$ cat config.mk
export PLATFORM = sky130hd
export DESIGN_NAME = vlos_ctrl
export DESIGN_NICKNAME = d
export VERILOG_FILES = /design/src/rtl/vlos_pkg.sv /design/src/rtl/vlos_ctrl.sv
export SDC_FILE = /design/constraint.sdc
export NUM_CORES = 1
export LEC_CHECK = 0
export BUFFER_PORTS_ARGS = -buffer_cell sky130_fd_sc_hd__buf_2
export CAP_MARGIN = 40
export CORE_AREA = 2 2 39 41
export CTS_CLUSTER_DIAMETER = 80
export DETAILED_ROUTE_END_ITERATION = 10
export DIE_AREA = 0 0 41 43
export GPL_ROUTABILITY_DRIVEN = 0
export GPL_TIMING_DRIVEN = 0
export PLACE_DENSITY = 0.5
export SYNTH_ARGS = -nofsm -noshare
export SYNTH_HDL_FRONTEND = slang
export SYNTH_SLANG_ARGS = --single-unit
$ cat constraint.sdc
create_clock -name clk_i -period 1.1 [get_ports clk_i]
set_clock_uncertainty 0.05 [all_clocks]
set_input_delay 0.22 -clock clk_i [delete_from_list [all_inputs] [get_ports clk_i]]
set_output_delay 0.22 -clock clk_i [all_outputs]
set_load 0.1 [all_outputs]
$ cat src/rtl/vlos_pkg.sv
// Shared types and constants of the voxel line-of-sight block.
package vlos_pkg;

  localparam int AXIS_BITS_DEF = 5;

  localparam logic OP_WRITE = 1'b0;
  localparam logic OP_QUERY = 1'b1;

  typedef enum logic [2:0] {
    ST_CLEAR,
    ST_IDLE,
    ST_SETUP,
    ST_STEP,
    ST_FINISH
  } state_e;

  typedef enum logic [1:0] {
    AXIS_X,
    AXIS_Y,
    AXIS_Z
  } axis_e;

  typedef struct packed {
    logic clr;
    logic wr;
    logic load;
    logic setup;
    logic step;
    logic res_set;
    logic res_val;
    logic out_load;
  } cmd_t;

  typedef struct packed {
    logic clr_last;
    logic da_zero;
    logic hit;
    logic rem_zero;
  } sts_t;

endpackage

$ cat src/rtl/vlos_ctrl.sv
// Controller state machine of the voxel line-of-sight block.
module vlos_ctrl (
  input  logic               clk_i,
  input  logic               rst_ni,
  input  logic               in_valid_i,
  output logic               in_stall_o,
  input  logic               op_i,
  output logic               out_valid_o,
  input  logic               out_stall_i,
  input  vlos_pkg::sts_t     sts_i,
  output vlos_pkg::cmd_t     cmd_o
);
  import vlos_pkg::*;

  state_e state_q, state_d;
  logic   out_valid_q, out_valid_d;
  logic   out_free;

  assign out_free    = !out_valid_q || !out_stall_i;
  assign out_valid_o = out_valid_q;

  always_comb begin
    state_d = state_q;
    unique case (state_q)
      ST_CLEAR: begin
        if (sts_i.clr_last) state_d = ST_IDLE;
      end
      ST_IDLE: begin
        if (in_valid_i && op_i == OP_QUERY) state_d = ST_SETUP;
      end
      ST_SETUP: begin
        state_d = sts_i.da_zero ? ST_FINISH : ST_STEP;
      end
      ST_STEP: begin
        if (sts_i.hit || sts_i.rem_zero) state_d = ST_FINISH;
      end
      ST_FINISH: begin
        if (out_free) state_d = ST_IDLE;
      end
      default: state_d = ST_CLEAR;
    endcase
  end

  always_comb begin
    cmd_o      = '0;
    in_stall_o = 1'b1;
    unique case (state_q)
      ST_CLEAR: begin
        cmd_o.clr = 1'b1;
      end
      ST_IDLE: begin
        in_stall_o = 1'b0;
        cmd_o.wr   = in_valid_i && op_i == OP_WRITE;
        cmd_o.load = in_valid_i && op_i == OP_QUERY;
      end
      ST_SETUP: begin
        cmd_o.setup = 1'b1;
        if (sts_i.da_zero) begin
          cmd_o.res_set = 1'b1;
          cmd_o.res_val = 1'b1;
        end
      end
      ST_STEP: begin
        priority if (sts_i.hit) begin
          cmd_o.res_set = 1'b1;
          cmd_o.res_val = 1'b0;
        end else if (sts_i.rem_zero) begin
          cmd_o.res_set = 1'b1;
          cmd_o.res_val = 1'b1;
        end else begin
          cmd_o.step = 1'b1;
        end
      end
      ST_FINISH: begin
        cmd_o.out_load = out_free;
      end
      default: begin
        cmd_o = '0;
      end
    endcase
  end

  always_comb begin
    priority if (cmd_o.out_load) out_valid_d = 1'b1;
    else if (!out_stall_i)       out_valid_d = 1'b0;
    else                         out_valid_d = out_valid_q;
  end

  always_ff @(posedge clk_i or negedge rst_ni) begin
    if (!rst_ni) begin
      state_q     <= ST_CLEAR;
      out_valid_q <= 1'b0;
    end else begin
      state_q     <= state_d;
      out_valid_q <= out_valid_d;
    end
  end

endmodule

==> Word-level counts from Yosys, hierarchy flattened <==
Index checks and enable logic that the tools add are counted.
{ "classes": {"addsub": 0, "n_mul": 0, "div_mod_pow": 0, "order_cmp": 0, "n_eq_ne": 9, "shift": 0, "mux": 20, "n_bitwise": 1, "reduce_logical": 8} }
{ "ops": {"columns": ["cell", "n"], "rows": [
  ["2-to-1 mux 3 bit", 5],
  ["one-hot mux 3 bit (5 select lines)", 1],
  ["2-to-1 mux 1 bit", 9],
  ["2-to-1 mux 2 bit", 4],
  ["inequality test 2 bit, second input constant", 4],
  ["equality test 3 x 2 -> 1 bit, second input constant", 2],
  ["one-hot mux 2 bit (2 select lines)", 1],
  ["AND reduction 4 bit", 1],
  ["equality test 3 x 1 -> 1 bit, second input constant", 1],
  ["equality test 3 bit, second input constant", 1],
  ["logical NOT 3 bit", 1],
  ["logical AND 1 bit", 2],
  ["logical NOT 1 bit", 2],
  ["logical OR 1 bit", 2],
  ["inequality test 2 x 1 -> 1 bit, second input constant", 1],
  ["inverter 1 bit", 1]
]} }
{ "totals": {"ff_bits": 4, "latch_bits": 0, "mem_bits_rw": 0, "rom_bits": 0, "out_inout_bits": 10, "elab_cells": 40, "n_memories": 0} }

==> Logic depth before layout (Yosys ltp) <==
Gate-level depths: netlist (run 1).
{ "logic_depth": {"word_depth": 4, "depth_mapped": 5, "ltp_nobuf": 3} }

==> Worst setup path after synthesis (run 1) <==
Ideal clock, no wire load.
{ "synth_path": {"kind": "reg2out", "startpoint": "reg state_q[1]", "endpoint": "out cmd_o[6] (netlist name)", "arrival_ns": 3.638, "required_time_ns": 0.830, "path_slack_ns": -2.808, "path_stages_with_launch": 4, "cell_sequence": "dfrtp_1 > nor2_1 > nand2_1 > nor3b_1"} }
{ "synth_lines": {"columns": ["item", "line", "text"], "rows": [
  ["start, declared", "vlos_ctrl.sv:15", "state_e state_q, state_d;"],
  ["start signal, assigned", "vlos_ctrl.sv:94", "state_q <= state_d;"],
  ["end, declared", "vlos_ctrl.sv:11", "output vlos_pkg::cmd_t cmd_o"]
]} }

==> results of run 1 <==
==> worst max-delay path by stage <==
stage | slack (ns) | startpoint | end
finish | -0.54 | state_q[2] | cmd_o[6]
global route | -0.59 | state_q[2] | cmd_o[6]
CTS | -0.55 | state_q[0] | cmd_o[0]
detailed placement | -0.60 | state_q[0] | cmd_o[0]
global placement | -0.59 | state_q[0] | cmd_o[0]
floorplan | -0.86 | state_q[2] | cmd_o[6]
==> worst max-delay path: stages (launching register included) <==
cell	delay, ns
dfrtp_2	0.45
nor2_4	0.19
nand2_8	0.08
nor3b_4	0.21
buf_12	0.20
==> state kept, by name, indices dropped and copies added (netlist names) <==
register and cells:
out_valid_o 1, state_q 3
==> per-stage QoR <==
step                      TNS (ns)  cell area (µm²)  util [%]
after detailed placement     -3.78              528      38.2
after floorplan              -4.31              418         -
after global routing         -5.00              895      64.6
after global placement       -3.71              528      38.2
final                        -4.45              895      64.6
after CTS                    -4.47              847      61.2
==> kinds of logic after synthesis <==
logic type,Yosys count,share of synthesized area (%)
AOI/OAI and AO/OA,5,9.05
buffers and inverters,5,7.82
and+or+nand+nor,25,50.2
DFF,4,32.9
==> metal layers <==
layer,wire (µm),GRT usage [%]
met1,358,17.5
met2,618,23.1
met3,45,3.66
met4,0,8.00
met5,0,0
==> synth_stat cells (2+ instances only) <==
cell	n	area [µm²]
nand2_1	6	22.5
nor2_1	6	22.5
dfrtp_1	4	100
inv_1	3	11.3
a21oi_1	2	10.0
nand3_1	2	10.0
nor2b_1	2	12.5
==> layout make-up <==
| cell class | instances | area [µm²] |
|---|---|---|
| buffer | 2 | 31.3 |
| tap | 16 | 20.0 |
| inverter | 3 | 15.0 |
| clock buffer | 4 | 26.3 |
| fill | 112 | 489 |
| sequential | 4 | 106 |
| multi-input combinational | 30 | 289 |
| timing repair buffer | 35 | 407 |
==> power groups by stage <==
| stage | clock network (mW) | registers, mW | logic (mW) |
|---|---|---|---|
| 5_1_grt | 0.211 | 0.307 | 2.63 |
| 6_report | 0.200 | 0.299 | 2.53 |
| 3_5_place_dp | 0 | 0.314 | 1.60 |
| 2_1_floorplan | 0 | 0.385 | 1.33 |
| 4_1_cts | 0.207 | 0.298 | 2.38 |
| 3_3_place_gp | 0 | 0.310 | 1.59 |
==> cell usage in the layout, fill, tap and decap left out, types with 2 or more instances in the layout <==
master and instances:
buf_12 13, buf_4 11, buf_2 8, buf_6 4
nor2_4 3, nand2_1 3, clkbuf_4 3, inv_2 2
nand2_2 2, nand2b_4 2, nor3_4 2, nor3b_4 2
nor2_2 2, o21ai_1 2, dfrtp_2 2
==> timing repair <==
item | in CTS | in global routing
hold buffers | 1 | 0
gates resized for setup | 48 | 4
pin swaps | 7 | 4
gates cloned | 0 | 0
endpoints found under the hold margin | 4 | 0
endpoints found under the setup margin | 13 | 13
buffers inserted | 11 | 6
==> impl_metrics.py, run 1 <==
metrics = {
    "synth": {
        "syn_area_per_cell_um2": 7.80,
        "synth-edff-count": 0,
        "synth.distinct_cells": 21,
        "ys_warn_count": 0,
        "syn_nets": 48,
        "postSynthCellCount": 39,
        "synth_area_um2": 304,
        "ys_seq_area_share_pct": 32.9,
        "ys_ff_latch": 4,
        "ys_async_sr_fraction_pct": 100,
        "ys.flop_type": "dfrtp_1",
    },
    "run_status": {
        "violations": "negative setup slack",
        "status": "finished with violations",
    },
    "die": {
        "std_cell_rows": 14,
        "core_um2": 1380,
        "initial_core_util_pct": 22.0,
        "die_x_um": 41,
        "io_pins": 19,
        "dieArea_um2": 1760,
        "die_h_um": 43,
    },
    "timing": {
        "rsz0062_at_grt": "true",
        "worstMarginPinSlew_ns": 0.284,
        "fin_ws_ns": -0.543,
        "hold_viol": 0,
        "fmax_ghz": 0.609,
        "fin_crit_sh_pct": 149,
        "max-slew-margin-rel_pct": 81.1,
        "holdWs_ns": 0.173,
        "setup_viol_count_final": 13,
        "slew_viol_final": 0,
        "period_needed_ns": 1.64,
    },
    "placed_design": {
        "port_buffers": 18,
        "hpwl_um": 664,
        "place_inst": 73,
        "place_ws_ns": -0.597,
    },
    "critical_path": {
        "r2r-end": "state_q[0]",
        "r2r_slack_ns": -0.12,
        "crit_arrival_ns": 1.37,
        "worstSetupEndpointType": "primary output",
        "cp-start-kind": "flip-flop",
        "cp.required_ns": 0.83,
        "cp_max_fo": 6,
        "r2r_start": "state_q[1]",
        "r2r_cells": 5,
        "criticalPathCategory": "flip-flop to primary output",
    },
    "grt": {
        "grt_first_pass_wirelength_mm": 1.73,
        "grt_antenna_before_repair": 0,
        "overflow": 0,
        "grt_max_degree": 11,
        "grt_pass1_vias": 442,
        "grt_use_total_pct": 14.8,
    },
    "finish": {
        "antenna_cells": 0,
        "nets": 88,
        "post_route_cells_drive_above_1_share_pct": 79.5,
        "layout.cells.non_filler": 94,
        "syn2layout_area_growth_pct": 194,
    },
    "power": {
        "power.internal_mw": 1.47,
        "leakagePower_nw": 0.391,
        "power_frac_seq_pct": 9.9,
        "power_mw": 3.03,
        "p_per_area_nw_per_um2": 3380,
        "clkPwrFrac_pct": 6.6,
        "netSwitchingPower_mw": 1.56,
        "pwr-share-comb_pct": 83.5,
        "swShare_pct": 51.5,
        "vdd_drop_max_mv": 1.91,
    },
    "run": {
        "cap_violations": 0,
    },
    "clock_network": {
        "clock-sinks": 4,
        "htreeDepth": 1,
        "worstSkewPairLatency_ns": 0.24,
        "clockBufferDepth": 2,
        "cts_tree": "yes",
        "root_buffer": "clkbuf_4",
        "clk_pin_slew_ns": 0.04,
        "numCtsBuffers": 3,
    },
    "detailed_routing": {
        "via_per_inst": 4.35,
        "drtPass1Iterations": 4,
        "routed_wl_mm": 1.02,
        "via_count": 409,
        "antenna_left": 0,
        "drt-initial-drc-count": 5,
        "wl_per_cell_um": 10.9,
        "drcViolationCount": 0,
    },
    "min_path": {
        "min_delay_path_depth": 3,
        "min_from": "out_stall_i",
        "hold_class": "input port to flip-flop",
        "whs_endpoint": "out_valid_o",
    },
}
Power figures use the tool's default switching activity.
==> run 2: changes to the inputs <==
Settings changed: MAX_ROUTING_LAYER from default to met4.
==> impl_metrics.py, run 2 (synthesized netlist as in run 1, its figures left out) <==
metrics = {
    "run_status": {
        "status": "finished with violations",
        "violations": "negative setup slack",
    },
    "critical_path": {
        "cp_max_fo": 6,
        "crit_path_top_delay_cell": "dfrtp_2",
        "worstSetupEndpointType": "primary output",
        "max_stage_delay_ns": 0.45,
        "criticalPathCategory": "flip-flop to primary output",
        "critPathBufInv": 1,
        "cp.required_ns": 0.83,
        "crit_arrival_ns": 1.37,
        "path_cells": "nor2_4 > nand2_8 > nor3b_4 > buf_12",
        "critPathTopFamily": "simple AND/OR/NAND/NOR gates",
        "cp-start-kind": "flip-flop",
    },
    "power": {
        "p_per_area_nw_per_um2": 3380,
        "leakagePower_nw": 0.391,
        "clkPwrFrac_pct": 6.6,
        "netSwitchingPower_mw": 1.56,
        "power_mw": 3.03,
        "power.internal_mw": 1.47,
        "power_frac_seq_pct": 9.9,
        "pwr-share-comb_pct": 83.5,
        "vdd_drop_max_mv": 1.91,
        "swShare_pct": 51.5,
    },
    "die": {
        "std_cell_rows": 14,
        "die_x_um": 41,
        "io_pins": 19,
        "initial_core_util_pct": 22.0,
        "core_um2": 1380,
        "dieArea_um2": 1760,
        "die_h_um": 43,
    },
    "finish": {
        "regMostFlops": "state_q",
        "largest_register_ffs": 3,
        "post-route-util_pct": 64.6,
        "multiInputGateArea_um2": 289,
        "layout_common_cells": "buf_12 (13), buf_4 (11), buf_2 (8)",
        "antenna_cells": 0,
        "post_route_cells_drive_above_1_share_pct": 79.5,
        "final_common_cell": "buf_12",
        "seq_area_um2": 106,
        "syn2layout_area_growth_pct": 194,
        "nets": 88,
        "fill_cells": 112,
    },
    "detailed_routing": {
        "drtPass1Iterations": 4,
        "via_count": 409,
        "wl_per_cell_um": 10.9,
        "antenna_left": 0,
        "drt-initial-drc-count": 5,
        "via_per_inst": 4.35,
        "routed_wl_mm": 1.02,
        "drcViolationCount": 0,
    },
    "timing": {
        "fin_ws_ns": -0.543,
        "setup_viol_count_final": 13,
        "hold_viol": 0,
        "max-slew-margin-rel_pct": 81.1,
        "rsz0062_at_grt": "true",
        "period_needed_ns": 1.64,
        "fin_crit_sh_pct": 149,
        "fmax_ghz": 0.609,
        "worstMarginPinSlew_ns": 0.284,
        "slew_viol_final": 0,
        "holdWs_ns": 0.173,
    },
    "clock_network": {
        "root_buffer": "clkbuf_4",
        "worstSkewPairLatency_ns": 0.24,
        "numCtsBuffers": 3,
        "htreeDepth": 1,
        "cts_tree": "yes",
        "clockBufferDepth": 2,
        "clock-sinks": 4,
        "clk_pin_slew_ns": 0.04,
    },
    "min_path": {
        "hold_class": "input port to flip-flop",
    },
    "placed_design": {
        "port_buffers": 18,
        "hpwl_um": 664,
    },
    "run": {
        "cap_violations": 0,
    },
    "grt": {
        "grt_max_degree": 11,
        "grt_pass1_vias": 442,
        "grt_use_total_pct": 15.1,
        "grt_first_pass_wirelength_mm": 1.73,
        "overflow": 0,
        "grt_antenna_before_repair": 0,
    },
}
==> run 2: cell counts in the layout (fill, tap and decap cells not counted) <==
No cell type changed its count.
==> run 2: final timing paths <==
| path | from | end | slack (ns) | depth (start not counted) |
|---|---|---|---|---|
| setup / recovery | state_q[2] | cmd_o[6] | -0.54 | 4 |
| hold / removal | out_stall_i | out_valid_o | 0.17 | 3 |
| setup reg to reg | state_q[1] | state_q[0] | -0.12 | 5 |
| hold reg to reg | out_valid_o | out_valid_o | 0.54 | 2 |
| max in group asynchronous | rst_ni | state_q[2] | 0.59 | 2 |
| min in group asynchronous | rst_ni | out_valid_o | 0.27 | 2 |
==> run 2: power by group through the flow <==
stage,logic [mW],registers [mW],clock network (mW)
after global placement,1.59,0.310,0
after floorplan,1.33,0.385,0
final,2.53,0.299,0.200
after CTS,2.38,0.298,0.207
after detailed placement,1.60,0.314,0
after global routing,2.63,0.307,0.211
==> run 2: area by class of cell <==
| cell class | count | share of cell area [%] |
|---|---|---|
| inverters | 3 | 1.68 |
| well taps | 16 | 2.24 |
| multi-input cells | 30 | 32.3 |
| repair buffers | 35 | 45.5 |
| plain buffers | 2 | 3.50 |
| flip-flops and latches | 4 | 11.9 |
| clock buffers | 4 | 2.94 |
==> run 2: metal layers <==
layer | track usage [%] | up-vias | wire, µm
met2 | 23.1 | 13 | 619
met3 | 3.14 | 0 | 37
met1 | 17.8 | 189 | 364
met5 | - | - | 0
li1 | - | 207 | -
met4 | 8.00 | 0 | 0
==> run 2: timing repair <==
action / in CTS / in global routing
endpoints found under the setup margin: 13 / 13
hold buffers: 1 / 0
setup buffers: 11 / 6
pin swaps: 7 / 4
endpoints found under the hold margin: 4 / 0
gates resized for setup: 48 / 4
==> run 2: through the flow <==
stage,setup WS (ns),TNS (ns),cell area (µm²),instances
detailed placement,-0.597,-3.78,528,73
finish,-0.543,-4.45,895,94
global placement,-0.589,-3.71,528,73
global route,-0.592,-5.00,895,94
floorplan,-0.856,-4.31,418,39
CTS,-0.554,-4.47,847,89
==> run 2: worst reg2reg max path, stage by stage (launching register included) <==
cell and delay (ns):
dfrtp_2 0.45, buf_12 0.15, buf_6 0.11, nor2b_4 0.12, o21ai_1 0.12, nand4_1 0.10
==> run 3: changes to the inputs <==
Settings changed: ABC_AREA from default to 1, PLACE_DENSITY 0.5 to 0.49.
==> impl_metrics.py, run 3 <==
metrics = {
    "finish": {
        "post_route_cells_drive_above_1_share_pct": 73.8,
        "regMostFlops": "state_q",
        "syn2layout_area_growth_pct": 165,
        "largest_register_ffs": 3,
        "antenna_cells": 0,
        "nets": 90,
        "layout_common_cells": "buf_2 (8), buf_12 (8), buf_4 (8)",
    },
    "synth": {
        "synth-edff-count": 0,
        "synth_area_um2": 294,
        "syn_area_per_cell_um2": 6.00,
        "ys_seq_area_share_pct": 34.0,
        "ys.flop_type": "dfrtp_1",
        "synth_top_cell_by_area": "dfrtp_1",
        "ys_ff_latch": 4,
        "ys_async_sr_fraction_pct": 100,
        "postSynthCellCount": 49,
        "yosysMostFrequentCell": "nand2_1",
        "synth.distinct_cells": 12,
        "ys_top_cells_by_area": "dfrtp_1 (34%), nand2_1 (19%), inv_1 (13%)",
        "yosysTopAreaCellShare_pct": 34.0,
        "syn_nets": 58,
        "ys_top_cells_by_count": "nand2_1 (15), inv_1 (10), nor2_1 (9)",
        "ys_warn_count": 0,
    },
    "critical_path": {
        "cp-start-kind": "flip-flop",
        "critPathTopFamily": "simple AND/OR/NAND/NOR gates",
        "worstSetupEndpointType": "primary output",
        "max_stage_delay_ns": 0.41,
        "path_cells": "inv_2 > nor2_4 > nand2_8 > nor3b_4 > buf_12",
        "crit_path_top_delay_cell": "dfrtp_2",
        "cp_max_fo": 4,
        "cp.required_ns": 0.83,
        "criticalPathCategory": "flip-flop to primary output",
        "critPathBufInv": 2,
        "crit_arrival_ns": 1.38,
    },
    "timing": {
        "fmax_ghz": 0.605,
        "setup_viol_count_final": 13,
        "slew_viol_final": 0,
        "period_needed_ns": 1.65,
        "holdWs_ns": 0.160,
        "fin_crit_sh_pct": 150,
        "worstMarginPinSlew_ns": 0.277,
        "fin_ws_ns": -0.552,
        "hold_viol": 0,
        "max-slew-margin-rel_pct": 81.7,
        "rsz0062_at_grt": "true",
    },
    "detailed_routing": {
        "drt-initial-drc-count": 8,
        "antenna_left": 0,
        "drtPass1Iterations": 2,
        "via_count": 389,
        "drcViolationCount": 0,
        "via_per_inst": 4.05,
        "routed_wl_um": 794,
        "wl_per_cell_um": 8.27,
    },
    "placed_design": {
        "hpwl_um": 584,
        "port_buffers": 18,
    },
    "die": {
        "initial_core_util_pct": 21.2,
        "io_pins": 19,
        "std_cell_rows": 14,
        "die_x_um": 41,
        "dieArea_um2": 1760,
        "core_um2": 1380,
        "die_h_um": 43,
    },
    "clock_network": {
        "clk_pin_slew_ns": 0.04,
        "numCtsBuffers": 3,
        "worstSkewPairLatency_ns": 0.24,
        "root_buffer": "clkbuf_4",
        "htreeDepth": 1,
        "cts_tree": "yes",
        "clock-sinks": 4,
        "clockBufferDepth": 2,
    },
    "grt": {
        "grt_first_pass_wirelength_mm": 1.30,
        "grt_antenna_before_repair": 0,
        "grt_max_degree": 6,
        "grt_use_total_pct": 11.7,
        "overflow": 0,
        "grt_pass1_vias": 351,
    },
    "min_path": {
        "hold_class": "input port to flip-flop",
    },
    "run_status": {
        "violations": "negative setup slack",
        "status": "finished with violations",
    },
    "run": {
        "cap_violations": 0,
    },
}
-- run 3: cells by family after synthesis --
logic type	count (synthesis)	synth area share [%]
flip-flops	4	34.0
buffers and inverters	11	15.3
AND/OR/NAND/NOR	31	43.8
AO/OA/AOI/OAI	3	6.81
-- run 3: final timing paths --
check                                  from     endpoint  slack (ns)  cells after the start
min in group asynchronous            rst_ni  out_valid_o        0.27                      2
worst max-delay path             state_q[0]     cmd_o[6]       -0.55                      5
worst min register to register  out_valid_o  out_valid_o        0.52                      2
worst max register to register   state_q[2]   state_q[1]       -0.09                      6
worst min-delay path            out_stall_i  out_valid_o        0.16                      3
max in group asynchronous            rst_ni   state_q[1]        0.60                      2
-- run 3: routing by layer --
| layer | wire [µm] | up-vias | GRT usage, % | share of wire (%) |
|---|---|---|---|---|
| li1 | - | 212 | - | - |
| met4 | 0 | 0 | 10.0 | 0 |
| met2 | 477 | 7 | 16.9 | 60 |
| met3 | 20 | 0 | 3.14 | 2.5 |
| met1 | 296 | 170 | 12.4 | 37 |
| met5 | 0 | - | - | 0 |
-- run 3: worst reg2reg max path, cell delays in order, from the launching register on --
cell     delay, ns
dfrtp_2       0.46
nor2_2        0.13
nand2_2       0.08
buf_4         0.14
o21ai_0       0.14
nand2_1       0.07
nand2_1       0.05
-- run 3: layout make-up --
class                           instances  area (µm²)
Timing Repair Buffer                   28         304
Multi-Input combinational cell         34         275
Clock buffer                            4        26.3
Fill cell                             124         606
Tap cell                               16        20.0
Inverter                               10        45.0
Sequential cell                         4         108
-- run 3: per-stage QoR --
step | setup TNS [ns] | worst slack (ns) | std cells | area (µm²) | util (%)
final | -4.29 | -0.552 | 96 | 778 | 56.2
after global routing | -5.02 | -0.591 | 96 | 778 | 56.2
after CTS | -4.59 | -0.559 | 93 | 754 | 54.5
after detailed placement | -4.05 | -0.629 | 83 | 518 | 37.4
after global placement | -4.14 | -0.637 | 83 | 518 | 37.4
after floorplan | -5.18 | -0.842 | 49 | 408 | -
-- run 3: what timing repair did --
item	in CTS	in global routing
endpoints found under the setup margin	13	13
buffers inserted	5	4
resized for setup	43	5
hold endpoints to repair	4	0
hold buffers	1	0
pin swaps	7	5
Power of run 3 is left out: the tool's default activity adds up to more than one toggle a clock period on the data nets, which glitch-free logic cannot reach.
